==> src/sv/rgc_pkg.sv <==
// shared types and constants of the retract gear controller
`timescale 1ns / 1ps

package rgc_pkg;

  // event kinds carried in the input tuser
  typedef enum logic [1:0] {
    OP_PULSE   = 2'd0,
    OP_TICK    = 2'd1,
    OP_FAULT   = 2'd2,
    OP_STARTUP = 2'd3
  } op_e;

  // gear position codes as reported on the result
  typedef enum logic [2:0] {
    GEAR_INIT    = 3'd0,
    GEAR_OPENING = 3'd1,
    GEAR_OPENED  = 3'd2,
    GEAR_CLOSING = 3'd3,
    GEAR_CLOSED  = 3'd4
  } gear_e;

  typedef enum logic [1:0] {
    REQ_NONE  = 2'd0,
    REQ_OPEN  = 2'd1,
    REQ_CLOSE = 2'd2
  } req_e;

  typedef enum logic [1:0] {
    PH_IDLE  = 2'd0,
    PH_FIRST = 2'd1,
    PH_DONE  = 2'd2
  } phase_e;

  // h-bridge drive patterns for both arms
  localparam logic [3:0] PINS_OPEN  = 4'h5;
  localparam logic [3:0] PINS_CLOSE = 4'hA;
  localparam logic [3:0] PINS_ARM1  = 4'h3;
  localparam logic [3:0] PINS_ARM2  = 4'hC;

  // configuration register indexes
  localparam logic [2:0] CFG_CLOSE_THR = 3'd0;
  localparam logic [2:0] CFG_OPEN_THR  = 3'd1;
  localparam logic [2:0] CFG_NEU_LOW   = 3'd2;
  localparam logic [2:0] CFG_NEU_HIGH  = 3'd3;
  localparam logic [2:0] CFG_REQ_DELAY = 3'd4;
  localparam logic [2:0] CFG_FS_TICKS  = 3'd5;
  localparam logic [2:0] CFG_TIMEOUT   = 3'd6;

  typedef struct packed {
    logic [15:0] close_thr;
    logic [15:0] open_thr;
    logic [15:0] neu_low;
    logic [15:0] neu_high;
    logic [7:0]  req_delay;
    logic [7:0]  fs_ticks;
    logic [15:0] timeout;
  } cfg_t;

  localparam cfg_t CFG_RESET = '{
    close_thr: 16'd1200,
    open_thr:  16'd1700,
    neu_low:   16'd1450,
    neu_high:  16'd1550,
    req_delay: 8'd5,
    fs_ticks:  8'd30,
    timeout:   16'd50
  };

  typedef struct packed {
    op_e         op;
    logic [15:0] pw;
    logic        arm;
  } item_t;

  typedef struct packed {
    phase_e     phase;
    req_e       pending;
    logic       sense;
    logic [3:0] pins;
    gear_e      gear;
  } result_t;

  localparam logic [8:0] CNT9_MAX   = 9'd511;
  localparam logic [15:0] CNT16_MAX = 16'hFFFF;

endpackage

==> src/sv/retract_gear_controller.sv <==
// top level of the retract gear controller
//
// channel   dir  width  contents
// s_axis    in   24+2   tdata: pulse_width, fault_arm; tuser: operation
// m_axis    out  16     tdata: gear_state, motor_pins, sense_enable,
//                       pending_request, startup_phase
// cfg       in   3+16   register index and write data, write on cfg_we_i
//
// one item per cycle sustained while the result side is not stalled
// the event register feeds the update logic, whose result lands in the output
// register in the same cycle the gear state registers take their new values
// reset clears the valid flags and the gear state and loads the default thresholds and delays
// a stalled result holds in the output register; one more item waits in the
// event register, and the input stalls only when both are full
`timescale 1ns / 1ps

module retract_gear_controller
  import rgc_pkg::*;
(
  input  logic        clk_i,
  input  logic        rst_ni,
  // input items
  input  logic        s_axis_tvalid,
  output logic        s_axis_tready,
  input  logic [23:0] s_axis_tdata,  // [15:0] pulse_width, [16] fault_arm, rest zero
  input  logic [1:0]  s_axis_tuser,  // [1:0] operation
  // result items
  output logic        m_axis_tvalid,
  input  logic        m_axis_tready,
  output logic [15:0] m_axis_tdata,  // [2:0] gear_state, [6:3] motor_pins,
                                     // [7] sense_enable, [9:8] pending_request,
                                     // [11:10] startup_phase, rest zero
  // configuration writes
  input  logic        cfg_we_i,
  input  logic [2:0]  cfg_index_i,
  input  logic [15:0] cfg_data_i
);

  cfg_t    cfg;
  item_t   item_q;
  logic    in_valid_q;
  logic    step_en;
  logic    s_accept;
  result_t result;
  result_t out_q;
  logic    out_valid_q;

  // the event register is processed when the result register is free or draining
  assign step_en       = in_valid_q && (!out_valid_q || m_axis_tready);
  assign s_axis_tready = !in_valid_q || step_en;
  assign s_accept      = s_axis_tvalid && s_axis_tready;

  rgc_cfg u_cfg (
    .clk_i       (clk_i),
    .rst_ni      (rst_ni),
    .cfg_we_i    (cfg_we_i),
    .cfg_index_i (cfg_index_i),
    .cfg_data_i  (cfg_data_i),
    .cfg_o       (cfg)
  );

  rgc_step u_step (
    .clk_i    (clk_i),
    .rst_ni   (rst_ni),
    .en_i     (step_en),
    .item_i   (item_q),
    .cfg_i    (cfg),
    .result_o (result)
  );

  // event register
  always_ff @(posedge clk_i or negedge rst_ni) begin
    if (!rst_ni) begin
      in_valid_q <= 1'b0;
    end else if (s_accept) begin
      in_valid_q <= 1'b1;
    end else if (step_en) begin
      in_valid_q <= 1'b0;
    end
  end

  always_ff @(posedge clk_i) begin
    if (s_accept) begin
      item_q <= '{op: op_e'(s_axis_tuser), pw: s_axis_tdata[15:0], arm: s_axis_tdata[16]};
    end
  end

  // result register
  always_ff @(posedge clk_i or negedge rst_ni) begin
    if (!rst_ni) begin
      out_valid_q <= 1'b0;
    end else if (step_en) begin
      out_valid_q <= 1'b1;
    end else if (m_axis_tready) begin
      out_valid_q <= 1'b0;
    end
  end

  always_ff @(posedge clk_i) begin
    if (step_en) begin
      out_q <= result;
    end
  end

  assign m_axis_tvalid = out_valid_q;
  assign m_axis_tdata  = {4'b0000, out_q};

endmodule

==> src/sv/rgc_cfg.sv <==
// configuration register file of the retract gear controller
`timescale 1ns / 1ps

module rgc_cfg
  import rgc_pkg::*;
(
  input  logic        clk_i,
  input  logic        rst_ni,
  input  logic        cfg_we_i,
  input  logic [2:0]  cfg_index_i,
  input  logic [15:0] cfg_data_i,
  output cfg_t        cfg_o
);

  cfg_t cfg_q;

  always_ff @(posedge clk_i or negedge rst_ni) begin
    if (!rst_ni) begin
      cfg_q <= CFG_RESET;
    end else if (cfg_we_i) begin
      case (cfg_index_i)
        CFG_CLOSE_THR: cfg_q.close_thr <= cfg_data_i;
        CFG_OPEN_THR:  cfg_q.open_thr  <= cfg_data_i;
        CFG_NEU_LOW:   cfg_q.neu_low   <= cfg_data_i;
        CFG_NEU_HIGH:  cfg_q.neu_high  <= cfg_data_i;
        CFG_REQ_DELAY: cfg_q.req_delay <= cfg_data_i[7:0];
        CFG_FS_TICKS:  cfg_q.fs_ticks  <= cfg_data_i[7:0];
        CFG_TIMEOUT:   cfg_q.timeout   <= cfg_data_i;
        default: ;
      endcase
    end
  end

  assign cfg_o = cfg_q;

endmodule

==> src/sv/rgc_step.sv <==
// gear state registers and the per-event update logic
`timescale 1ns / 1ps

module rgc_step
  import rgc_pkg::*;
(
  input  logic    clk_i,
  input  logic    rst_ni,
  input  logic    en_i,
  input  item_t   item_i,
  input  cfg_t    cfg_i,
  output result_t result_o
);

  gear_e       mode_q, mode_d;
  logic [3:0]  pins_q, pins_d;
  logic        sense_q, sense_d;
  req_e        req_q, req_d;
  logic [8:0]  req_cnt_q, req_cnt_d;
  logic [15:0] mot_cnt_q, mot_cnt_d;
  logic [8:0]  lost_cnt_q, lost_cnt_d;
  phase_e      phase_q, phase_d;
  logic        first_seen_q, first_seen_d;
  logic [15:0] first_pw_q, first_pw_d;
  logic [15:0] last_pw_q, last_pw_d;
  logic        fire;
  logic        gate;

  always_comb begin
    mode_d       = mode_q;
    pins_d       = pins_q;
    sense_d      = sense_q;
    req_d        = req_q;
    req_cnt_d    = req_cnt_q;
    mot_cnt_d    = mot_cnt_q;
    lost_cnt_d   = lost_cnt_q;
    phase_d      = phase_q;
    first_seen_d = first_seen_q;
    first_pw_d   = first_pw_q;
    last_pw_d    = last_pw_q;
    fire         = 1'b0;
    gate         = 1'b0;

    case (item_i.op)
      OP_PULSE: begin
        if (!first_seen_d) begin
          first_pw_d   = item_i.pw;
          first_seen_d = 1'b1;
        end
        last_pw_d = item_i.pw;
        if (first_pw_d > cfg_i.open_thr && item_i.pw < cfg_i.close_thr) begin
          first_pw_d = '0;
        end
        gate = (first_pw_d < cfg_i.close_thr) &&
               (phase_d == PH_DONE || phase_d == PH_IDLE);
        if (gate) begin
          case (mode_d)
            GEAR_INIT: begin
              if (phase_d == PH_IDLE) begin
                phase_d = PH_FIRST;
                if (req_d != REQ_CLOSE) begin
                  req_cnt_d = '0;
                  req_d     = REQ_CLOSE;
                end
              end
            end
            GEAR_OPENED: begin
              if (item_i.pw < cfg_i.close_thr && req_d != REQ_CLOSE) begin
                req_cnt_d = '0;
                req_d     = REQ_CLOSE;
              end
            end
            GEAR_CLOSED: begin
              if (item_i.pw > cfg_i.open_thr && req_d != REQ_OPEN) begin
                req_cnt_d = '0;
                req_d     = REQ_OPEN;
              end
            end
            GEAR_OPENING: begin
              // reversal: stop first, then queue the close
              if (item_i.pw < cfg_i.close_thr) begin
                pins_d  = '0;
                sense_d = 1'b0;
                mode_d  = GEAR_OPENED;
                if (req_d != REQ_CLOSE) begin
                  req_cnt_d = '0;
                  req_d     = REQ_CLOSE;
                end
              end
            end
            default: begin
              if (item_i.pw > cfg_i.open_thr) begin
                pins_d  = '0;
                sense_d = 1'b0;
                mode_d  = GEAR_CLOSED;
                if (phase_d == PH_FIRST) begin
                  phase_d = PH_DONE;
                end
                if (req_d != REQ_OPEN) begin
                  req_cnt_d = '0;
                  req_d     = REQ_OPEN;
                end
              end
            end
          endcase
        end
      end

      OP_TICK: begin
        if (req_d == REQ_OPEN || req_d == REQ_CLOSE) begin
          fire = req_cnt_d > {1'b0, cfg_i.req_delay};
          if (req_cnt_d < CNT9_MAX) begin
            req_cnt_d = req_cnt_d + 9'd1;
          end
          if (fire) begin
            mot_cnt_d = '0;
            sense_d   = 1'b1;
            if (req_d == REQ_CLOSE) begin
              mode_d = GEAR_CLOSING;
              pins_d = PINS_CLOSE;
            end else begin
              mode_d = GEAR_OPENING;
              pins_d = PINS_OPEN;
            end
            req_d = REQ_NONE;
          end
        end
        if (mode_d == GEAR_OPENING || mode_d == GEAR_CLOSING) begin
          if (mot_cnt_d < CNT16_MAX) begin
            mot_cnt_d = mot_cnt_d + 16'd1;
          end
          if (mot_cnt_d >= cfg_i.timeout) begin
            pins_d  = '0;
            sense_d = 1'b0;
            if (mode_d == GEAR_CLOSING) begin
              mode_d = GEAR_CLOSED;
              if (phase_d == PH_FIRST) begin
                phase_d = PH_DONE;
              end
            end else begin
              mode_d = GEAR_OPENED;
            end
          end
        end
        // neutral pulse means the radio link is lost
        if (last_pw_d < cfg_i.neu_high && last_pw_d > cfg_i.neu_low) begin
          if (lost_cnt_d > {1'b0, cfg_i.fs_ticks}) begin
            if (req_d != REQ_CLOSE && mode_d != GEAR_CLOSING &&
                mode_d != GEAR_CLOSED) begin
              if (mode_d == GEAR_OPENING) begin
                pins_d  = '0;
                sense_d = 1'b0;
                mode_d  = GEAR_OPENED;
              end
              req_cnt_d = '0;
              req_d     = REQ_CLOSE;
            end
          end else if (lost_cnt_d < CNT9_MAX) begin
            lost_cnt_d = lost_cnt_d + 9'd1;
          end
        end else begin
          lost_cnt_d = '0;
        end
      end

      OP_FAULT: begin
        pins_d = pins_d & (item_i.arm ? PINS_ARM1 : PINS_ARM2);
        if (pins_d == '0) begin
          sense_d = 1'b0;
          if (mode_d == GEAR_CLOSING) begin
            mode_d = GEAR_CLOSED;
            if (phase_d == PH_FIRST) begin
              phase_d = PH_DONE;
            end
          end else if (mode_d == GEAR_OPENING) begin
            mode_d = GEAR_OPENED;
          end
        end
      end

      default: begin
        if (mode_d == GEAR_INIT && phase_d == PH_IDLE) begin
          phase_d = PH_FIRST;
          if (req_d != REQ_CLOSE) begin
            req_cnt_d = '0;
            req_d     = REQ_CLOSE;
          end
        end
      end
    endcase
  end

  always_ff @(posedge clk_i or negedge rst_ni) begin
    if (!rst_ni) begin
      mode_q       <= GEAR_INIT;
      pins_q       <= '0;
      sense_q      <= 1'b0;
      req_q        <= REQ_NONE;
      req_cnt_q    <= '0;
      mot_cnt_q    <= '0;
      lost_cnt_q   <= '0;
      phase_q      <= PH_IDLE;
      first_seen_q <= 1'b0;
      first_pw_q   <= '0;
      last_pw_q    <= '0;
    end else if (en_i) begin
      mode_q       <= mode_d;
      pins_q       <= pins_d;
      sense_q      <= sense_d;
      req_q        <= req_d;
      req_cnt_q    <= req_cnt_d;
      mot_cnt_q    <= mot_cnt_d;
      lost_cnt_q   <= lost_cnt_d;
      phase_q      <= phase_d;
      first_seen_q <= first_seen_d;
      first_pw_q   <= first_pw_d;
      last_pw_q    <= last_pw_d;
    end
  end

  assign result_o = '{
    phase:   phase_d,
    pending: req_d,
    sense:   sense_d,
    pins:    pins_d,
    gear:    mode_d
  };

endmodule

==> config.mk <==
export PLATFORM = sky130hd
export DESIGN_NAME = retract_gear_controller
export DESIGN_NICKNAME = d
export VERILOG_FILES = /design/src/sv/rgc_pkg.sv /design/src/sv/retract_gear_controller.sv /design/src/sv/rgc_cfg.sv /design/src/sv/rgc_step.sv
export SDC_FILE = /design/constraint.sdc
export NUM_CORES = 1
export LEC_CHECK = 0
export ABC_AREA = 1
export BUFFER_PORTS_ARGS = -buffer_cell sky130_fd_sc_hd__buf_2
export CAP_MARGIN = 10
export CORE_ASPECT_RATIO = 1.4
export CORE_MARGIN = 2
export CORE_UTILIZATION = 35
export DETAILED_ROUTE_END_ITERATION = 7
export GPL_TIMING_DRIVEN = 0
export HOLD_SLACK_MARGIN = 0.03
export MAX_ROUTING_LAYER = met4
export RECOVER_POWER = 25
export SLEW_MARGIN = 20
export SYNTH_ARGS = -nofsm -noshare
export SYNTH_HDL_FRONTEND = slang
export SYNTH_HIERARCHICAL = 1
export SYNTH_SLANG_ARGS = --single-unit
==> constraint.sdc <==
create_clock -name clk_i -period 7.7 [get_ports clk_i]
set_clock_uncertainty 0.15 [all_clocks]
set_input_delay 0.385 -clock clk_i [delete_from_list [all_inputs] [get_ports clk_i]]
set_output_delay 0.385 -clock clk_i [all_outputs]
set_load 0.02 [all_outputs]
**Word-level counts from Yosys, hierarchy flattened**

Cells that the tools add are included.

- Bits in read-only memories: 0
- RAM bits: 0
- Register bits: 208
- Input port bits: 50
- Word-level logic and storage cells: 228
- Latch bits: 0
- Output and inout port bits: 18
- Memories: 0

- Divide/modulo/power cells: 0
- $mul: 0
- Order comparisons: 12
- Reduce and logical (&&, ||, !) cells: 38
- Mux-type cells: 112
- Shifts and indexed selects: 0
- Bitwise logic cells: 2
- Add/sub/neg operators: 3
- Eq/ne operators: 33

Operators with widths:

| operator | count |
|---|---|
| $mux W16 | 11 |
| $mux W9 | 17 |
| $mux W2 | 26 |
| $mux W4 | 13 |
| $mux W3 | 17 |
| $gt A16 B16 Y1 | 3 |
| $lt A16 B16 Y1 | 3 |
| $pmux W9 S4 | 1 |
| $pmux W9 S3 | 1 |
| $add A9 B1 Y9 const B | 2 |
| $gt A9 B8 Y1 | 2 |
| $lt A9 B9 Y1 const B | 2 |
| $reduce_and A2 Y1 | 9 |
| $add A16 B1 Y16 const B | 1 |
| $ge A16 B16 Y1 | 1 |
| $lt A16 B16 Y1 const B | 1 |
| $mux W1 | 16 |
| $eq A3 B2 Y1 const B | 5 |
| $ne A3 B2 Y1 const B | 5 |
| $eq A3 B1 Y1 const B | 4 |
| $eq A3 B3 Y1 const B | 4 |
| $ne A6 B3 Y1 const B | 2 |
| $pmux W2 S3 | 2 |
| $pmux W4 S3 | 1 |
| other kinds (25) | 51 |

**Depth between registers and ports, before layout**

- Word-level depth: 20
- Gate-level depth with buffers: 37
- Gate-level depth less buffers: 36

**By module**

Netlist, hierarchy kept.

By module, submodules not included:

| module | cells each | area each (um^2) | times used | sequential area each (um^2) |
|---|---|---|---|---|
| rgc_step | 1261 | 8450.6 | 1 | 1976.9 |
| rgc_cfg | 426 | 3778.6 | 1 | 2438.6 |
| retract_gear_controller | 48 | 1059.8 | 1 | 980.9 |

**Least setup slack after synthesis**

No wires, ideal clock.

- Path type: flip-flop to flip-flop
- Start point: register u_cfg.cfg_q, in the netlist u_cfg/cfg_o[26]
- End point: register out_q, in the netlist m_axis_tdata[7] (data pin)
- Data arrival time: 4387 ps
- Slack: 2912 ps
- Cell stages (with the launch flop): 32
- Required time: 7299 ps
- Buffers on the path: 3
- Path through: dfstp_2 > inv_1 > ha_1 > nand2_1 > o41ai_2 > inv_2 > nand2_4 > buf_4 > nand2_1 > inv_1 > ha_1 > nand2_1 > nor2_2 > nand3_1 > nor2_4 > nand4_2 > buf_2 > nand2_1 > ha_1 > nand2_1 > inv_1 > o21ai_0 > a21oi_1 > nor2_1 > nand3_1 > nand2_1 > o21ai_1 > nand3_1 > nand4_2 > a21oi_1 > nand3_1 > buf_4

- Cells in the longest elaborated chain, start to end: 19

RTL lines:

| item | line | text |
|---|---|---|
| from (decl) | rgc_cfg.sv:15 | `cfg_t cfg_q;` |
| $gt A9 B8 Y1 * | rgc_step.sv:111 | `fire = req_cnt_d > {1'b0, cfg_i.req_delay};` |
| $mux W16 | rgc_step.sv:115 | `if (fire) begin` |
| $mux W16 | rgc_step.sv:110 | `if (req_d == REQ_OPEN \|\| req_d == REQ_CLOSE) begin` |
| $mux W16 | rgc_step.sv:44 | `case (item_i.op)` |
| $add A16 B1 Y16 or $lt A16 B16 Y1 (tied branches) | rgc_step.sv:130, rgc_step.sv:129 |  |
| $mux W16 | rgc_step.sv:129 | `if (mot_cnt_d < CNT16_MAX) begin` |
| $mux W16 | rgc_step.sv:128 | `if (mode_d == GEAR_OPENING \|\| mode_d == GEAR_CLOSING) begin` |
| $mux W16 | rgc_step.sv:44 |  |
| [... 3 more ...] | -- |  |
| $mux W3 | rgc_step.sv:44 |  |
| $ne A3 B2 Y1 | rgc_step.sv:148 | `if (req_d != REQ_CLOSE && mode_d != GEAR_CLOSING &&` |
| $logic_and A1 B1 Y1 (2 in series) | rgc_step.sv:148 |  |
| $mux W1 | rgc_step.sv:148 |  |
| $mux W1 | rgc_step.sv:147 | `if (lost_cnt_d > {1'b0, cfg_i.fs_ticks}) begin` |
| $mux W1 * | rgc_step.sv:146 | `if (last_pw_d < cfg_i.neu_high && last_pw_d > cfg_i.neu_low) begin` |
| $pmux W1 S3 * | rgc_step.sv:44 |  |
| via u_step.sense_d | rgc_step.sv:17 | `logic sense_q, sense_d;` |
| to (signal assigned) | retract_gear_controller.sv:101 | `out_q <= result;` |
| to (decl) | retract_gear_controller.sv:45 | `result_t out_q;` |

The timed path passes the listed nets; every way through them passes the cells marked *. The select of a mux whose other input is x is not followed.
A chain may end at the register's enable or synchronous reset.

**Worst setup path in the final report**

- Start point: register u_step.req_cnt_q[7]
- End point: register out_q, in the netlist m_axis_tdata[7] (data pin)

- Cells in the longest elaborated chain, start to end: 19

RTL lines:

| item | line | text |
|---|---|---|
| from (decl) | rgc_step.sv:19 | `logic [8:0] req_cnt_q, req_cnt_d;` |
| from (signal assigned) | rgc_step.sv:211 | `req_cnt_q <= req_cnt_d;` |
| $gt A9 B8 Y1 * | rgc_step.sv:111 |  |
| $mux W16 | rgc_step.sv:115 |  |
| $mux W16 | rgc_step.sv:110 |  |
| $mux W16 | rgc_step.sv:44 |  |
| $add A16 B1 Y16 or $lt A16 B16 Y1 (tied branches) | rgc_step.sv:130, rgc_step.sv:129 |  |
| $mux W16 | rgc_step.sv:129 |  |
| $mux W16 | rgc_step.sv:128 |  |
| $mux W16 | rgc_step.sv:44 |  |
| [... 3 more ...] | -- |  |
| $mux W3 | rgc_step.sv:44 |  |
| $ne A3 B2 Y1 | rgc_step.sv:148 |  |
| $logic_and A1 B1 Y1 (2 in series) | rgc_step.sv:148 |  |
| $mux W1 | rgc_step.sv:148 |  |
| $mux W1 | rgc_step.sv:147 |  |
| $mux W1 * | rgc_step.sv:146 |  |
| $pmux W1 S3 * | rgc_step.sv:44 |  |
| via u_step.sense_d | rgc_step.sv:17 |  |

Marks and branches as above.

==> qor.yml <==
multi_input_area_um2: 6770
required_ns: 7.85
ys_async_sr_fraction_pct: 85.1
drc: 0
port_buffers: 56
drive_gt1_share_pct: 10.5
worstHoldEndpoint: "u_cfg/cfg_o[56]"
final.setup.tns_ns: 0
critPathKind: "reg -> reg"
violations: "capacitance limit, slew limit"
vdd_drop_max_mv: 0.174
fin_crit_sh_pct: 79.9
power_frac_comb_pct: 28.1
worst_path_largest_cell_delay_ns: 0.47
reg2reg_depth: 30
post_cts_buffers: 0
start_util_pct: 35.4
swShare_pct: 33.8
slew_violations: 157
slew_headroom_pct: -207
dp_cells: 2270
postRouteAntennaNets: 0
synth_area_leader_cell: "dfrtp_1"
syn_inst: 1735
yosysUniqueCellTypes: 59
synthTopCellsByArea: "dfrtp_1 28%, nand2_1 16%, ha_1 12%, edfxtp_1 7.0%, inv_1 6.3%"
insertion_delay_ns: 0.54
ctsHtreeMaxLevel: 1
ios: 68
rsz0062_at_grt: "false"
crit_fanout: 10
tightest_slew_ns: 4.60
maxCapViolCount: 2
fill_cells: 3808
synth_edf_count: 31
synth-seq-cells: 208
min_from: "cfg_data_i[8]"
synth_top_area_share_pct: 27.9
switchingPower_w: 0.00132
fin_cells: 2349
p_int_w: 0.00258
num-nets-final: 2039
ys_warn_count: 6
syn-cell-area_um2: 13300
regArea_um2: 5400
post_drt_via_cell_ratio: 4.99
diodes: 0
std_cell_rows: 84
syn_to_final_growth_pct: 16.5
cts_tree: "yes"
rr_startpoint: "u_step/req_cnt_q[7]"
fp.dieW_um: 169
die_h_um: 235
p_seq_share_pct: 37.1
leakage_nw: 8.06
clock_power_share_pct: 34.9
die-area_um2: 39600
wl_per_cell_um: 16.2
finalSetupViolCount: 0
grt_max_degree: 82
synth_seq_area_share_pct: 40.6
track_usage_pct: 20.4
numCtsBuffers: 24
core_area_um2: 37500
clock_sinks: 208
total_power_w: 0.00389
overflow: 0
drt_iter0_markers: 655
post-place-ws_ns: 1.59
period_needed_ns: 6.15
crit_top_cell: "nand2_1"
clockBufferDepth: 3
gp_congestion: 0.937
worstSetupEndpointType: "flop"
antenna_found_initial: 0
min_path_type: "in -> reg"
grt_pass1_wl_um: 61900
wl_um: 38100
cts-root-buf: "clkbuf_16"
path_buf_inv: 5
synth.most_common_cell: "nand2_1"
dr.pass1.iters: 5
syn_area_per_cell_um2: 7.66
hold_viol_final: 0
r2r_end: "m_axis_tdata[7]"
dp_hpwl_um: 29200
clkTransAtPathRegs_ns: 0.06
critPathTopFamily: "simple AND/OR/NAND/NOR gates"
status: "complete, but fails checks"
cp.arrival_ns: 6.30
start_kind: "flop"
setup_slack_ns: 1.55
worstHoldPathCells: 3
synthFlopType: "dfrtp_1"
slowest_stage: "dfrtp_1"
via_count: 11700
grt_pass1_vias: 11900
powerDensity_nw_per_um2: 251
synth_common_cells: "566 x nand2_1, 222 x inv_1, 148 x dfrtp_1"
r2r_setup_slack_ns: 1.55
max_freq_mhz: 163
[worst max-delay path by stage]
stage                                    from               to  depth (start not counted)
after global placement        u_cfg/cfg_o[26]  m_axis_tdata[7]                         31
after global routing                   rst_ni  u_cfg/cfg_o[29]                          3
after detailed placement  u_step/req_cnt_q[7]  m_axis_tdata[7]                         30
after CTS                 u_step/req_cnt_q[7]  m_axis_tdata[7]                         30
after floorplan               u_cfg/cfg_o[26]  m_axis_tdata[7]                         31
final                     u_step/req_cnt_q[7]  m_axis_tdata[7]                         30
[state kept, by name, indices dropped and copies added, names as in the netlist]
| name | cells |
|---|---|
| u_step/sense_q | 1 |
| u_step/mot_cnt_q | 16 |
| u_step/first_seen_q | 1 |
| u_step/first_pw_q | 16 |
| u_step/req_q | 2 |
| u_step/mode_q | 3 |
| u_step/last_pw_q | 16 |
| u_step/req_cnt_q | 9 |
| item_q | 19 |
| m_axis_tdata | 12 |
| u_step/lost_cnt_q | 9 |
| u_step/phase_q | 2 |
| u_cfg/cfg_o | 96 |
| u_step/pins_q | 4 |
| in_valid_q | 1 |
| m_axis_tvalid | 1 |
[timing repair]
action,in CTS,in global routing
hold buffers,36,0
endpoints found under the hold margin,214,0
gates resized for setup,0,0
[logic make-up after synthesis]
kind of cell	Yosys count	share of synthesized area [%]
AO/OA/AOI/OAI	222	9.71
XOR/XNOR	19	1.25
adder cells (fa/ha/maj)	130	12.2
buffers and inverters	285	8.47
flip-flops	208	40.6
multiplexers	1	0.0753
other	1	0.0282
AND/OR/NAND/NOR	869	27.6
[power groups by stage]
stage,Sequential (W),Combinational (W),Clock [W]
4_1_cts,0.00144,0.00110,0.00140
5_1_grt,0.00146,0.00127,0.00144
6_report,0.00144,0.00109,0.00136
2_1_floorplan,0.00142,0.000781,0
3_3_place_gp,0.00146,0.00105,0
3_5_place_dp,0.00146,0.00108,0
[cell usage in the layout (no fill, tap or decap), drive strengths merged, types with 2 or more instances in the layout]
master,synthesis,final
a211oi,6,6
a21o,2,2
a21oi,78,78
a22oi,8,8
a31oi,5,5
buf,24,78
bufinv,0,8
clkbuf,26,59
clkinv,2,6
clkinvlp,0,2
conb,1,4
dfrtp,148,148
dfstp,29,29
dlygate4sd3,0,36
edfxtp,31,31
ha,130,130
inv,233,234
nand2,578,578
nand3,110,110
nand4,20,20
nor2,130,130
nor3,20,20
nor3b,2,2
nor4,5,5
o211ai,7,7
o21ai,88,88
o21bai,3,3
o221a,2,2
o22ai,12,12
o31ai,3,3
xnor2,4,4
xor2,15,15
[per-stage QoR]
step	utilization, %	hold slack [ns]	cell area, um2
final	41.3	0.0563	15500
after detailed placement	38.0	0.0960	14300
after global routing	41.3	0.0434	15500
after global placement	37.8	0.300	14200
after floorplan	-	-0.0606	13300
after CTS	41.4	0.0315	15600
[layout make-up]
cell class,count,share of cell area (%)
Sequential cell,208,34.9
Buffer,50,1.56
Tap cell,473,3.82
Inverter,235,5.71
Clock inverter,15,1.90
Timing Repair Buffer,95,4.23
Multi-Input combinational cell,1245,43.7
Clock buffer,28,4.17
[worst min-delay path, delay by kind of cell]
| family | cells | cell delay, ns |
|---|---|---|
| buf+inv | 1 | 0.18 |
| simple gates | 2 | 0.17 |
[per-layer routing]
metal / track usage, % / wire, um
met1: 21.3 / 14800
met5: - / 0
met3: 1.93 / 1140
met4: 10.5 / 1940
met2: 38.0 / 20200
(Power assumes the default switching activity.)
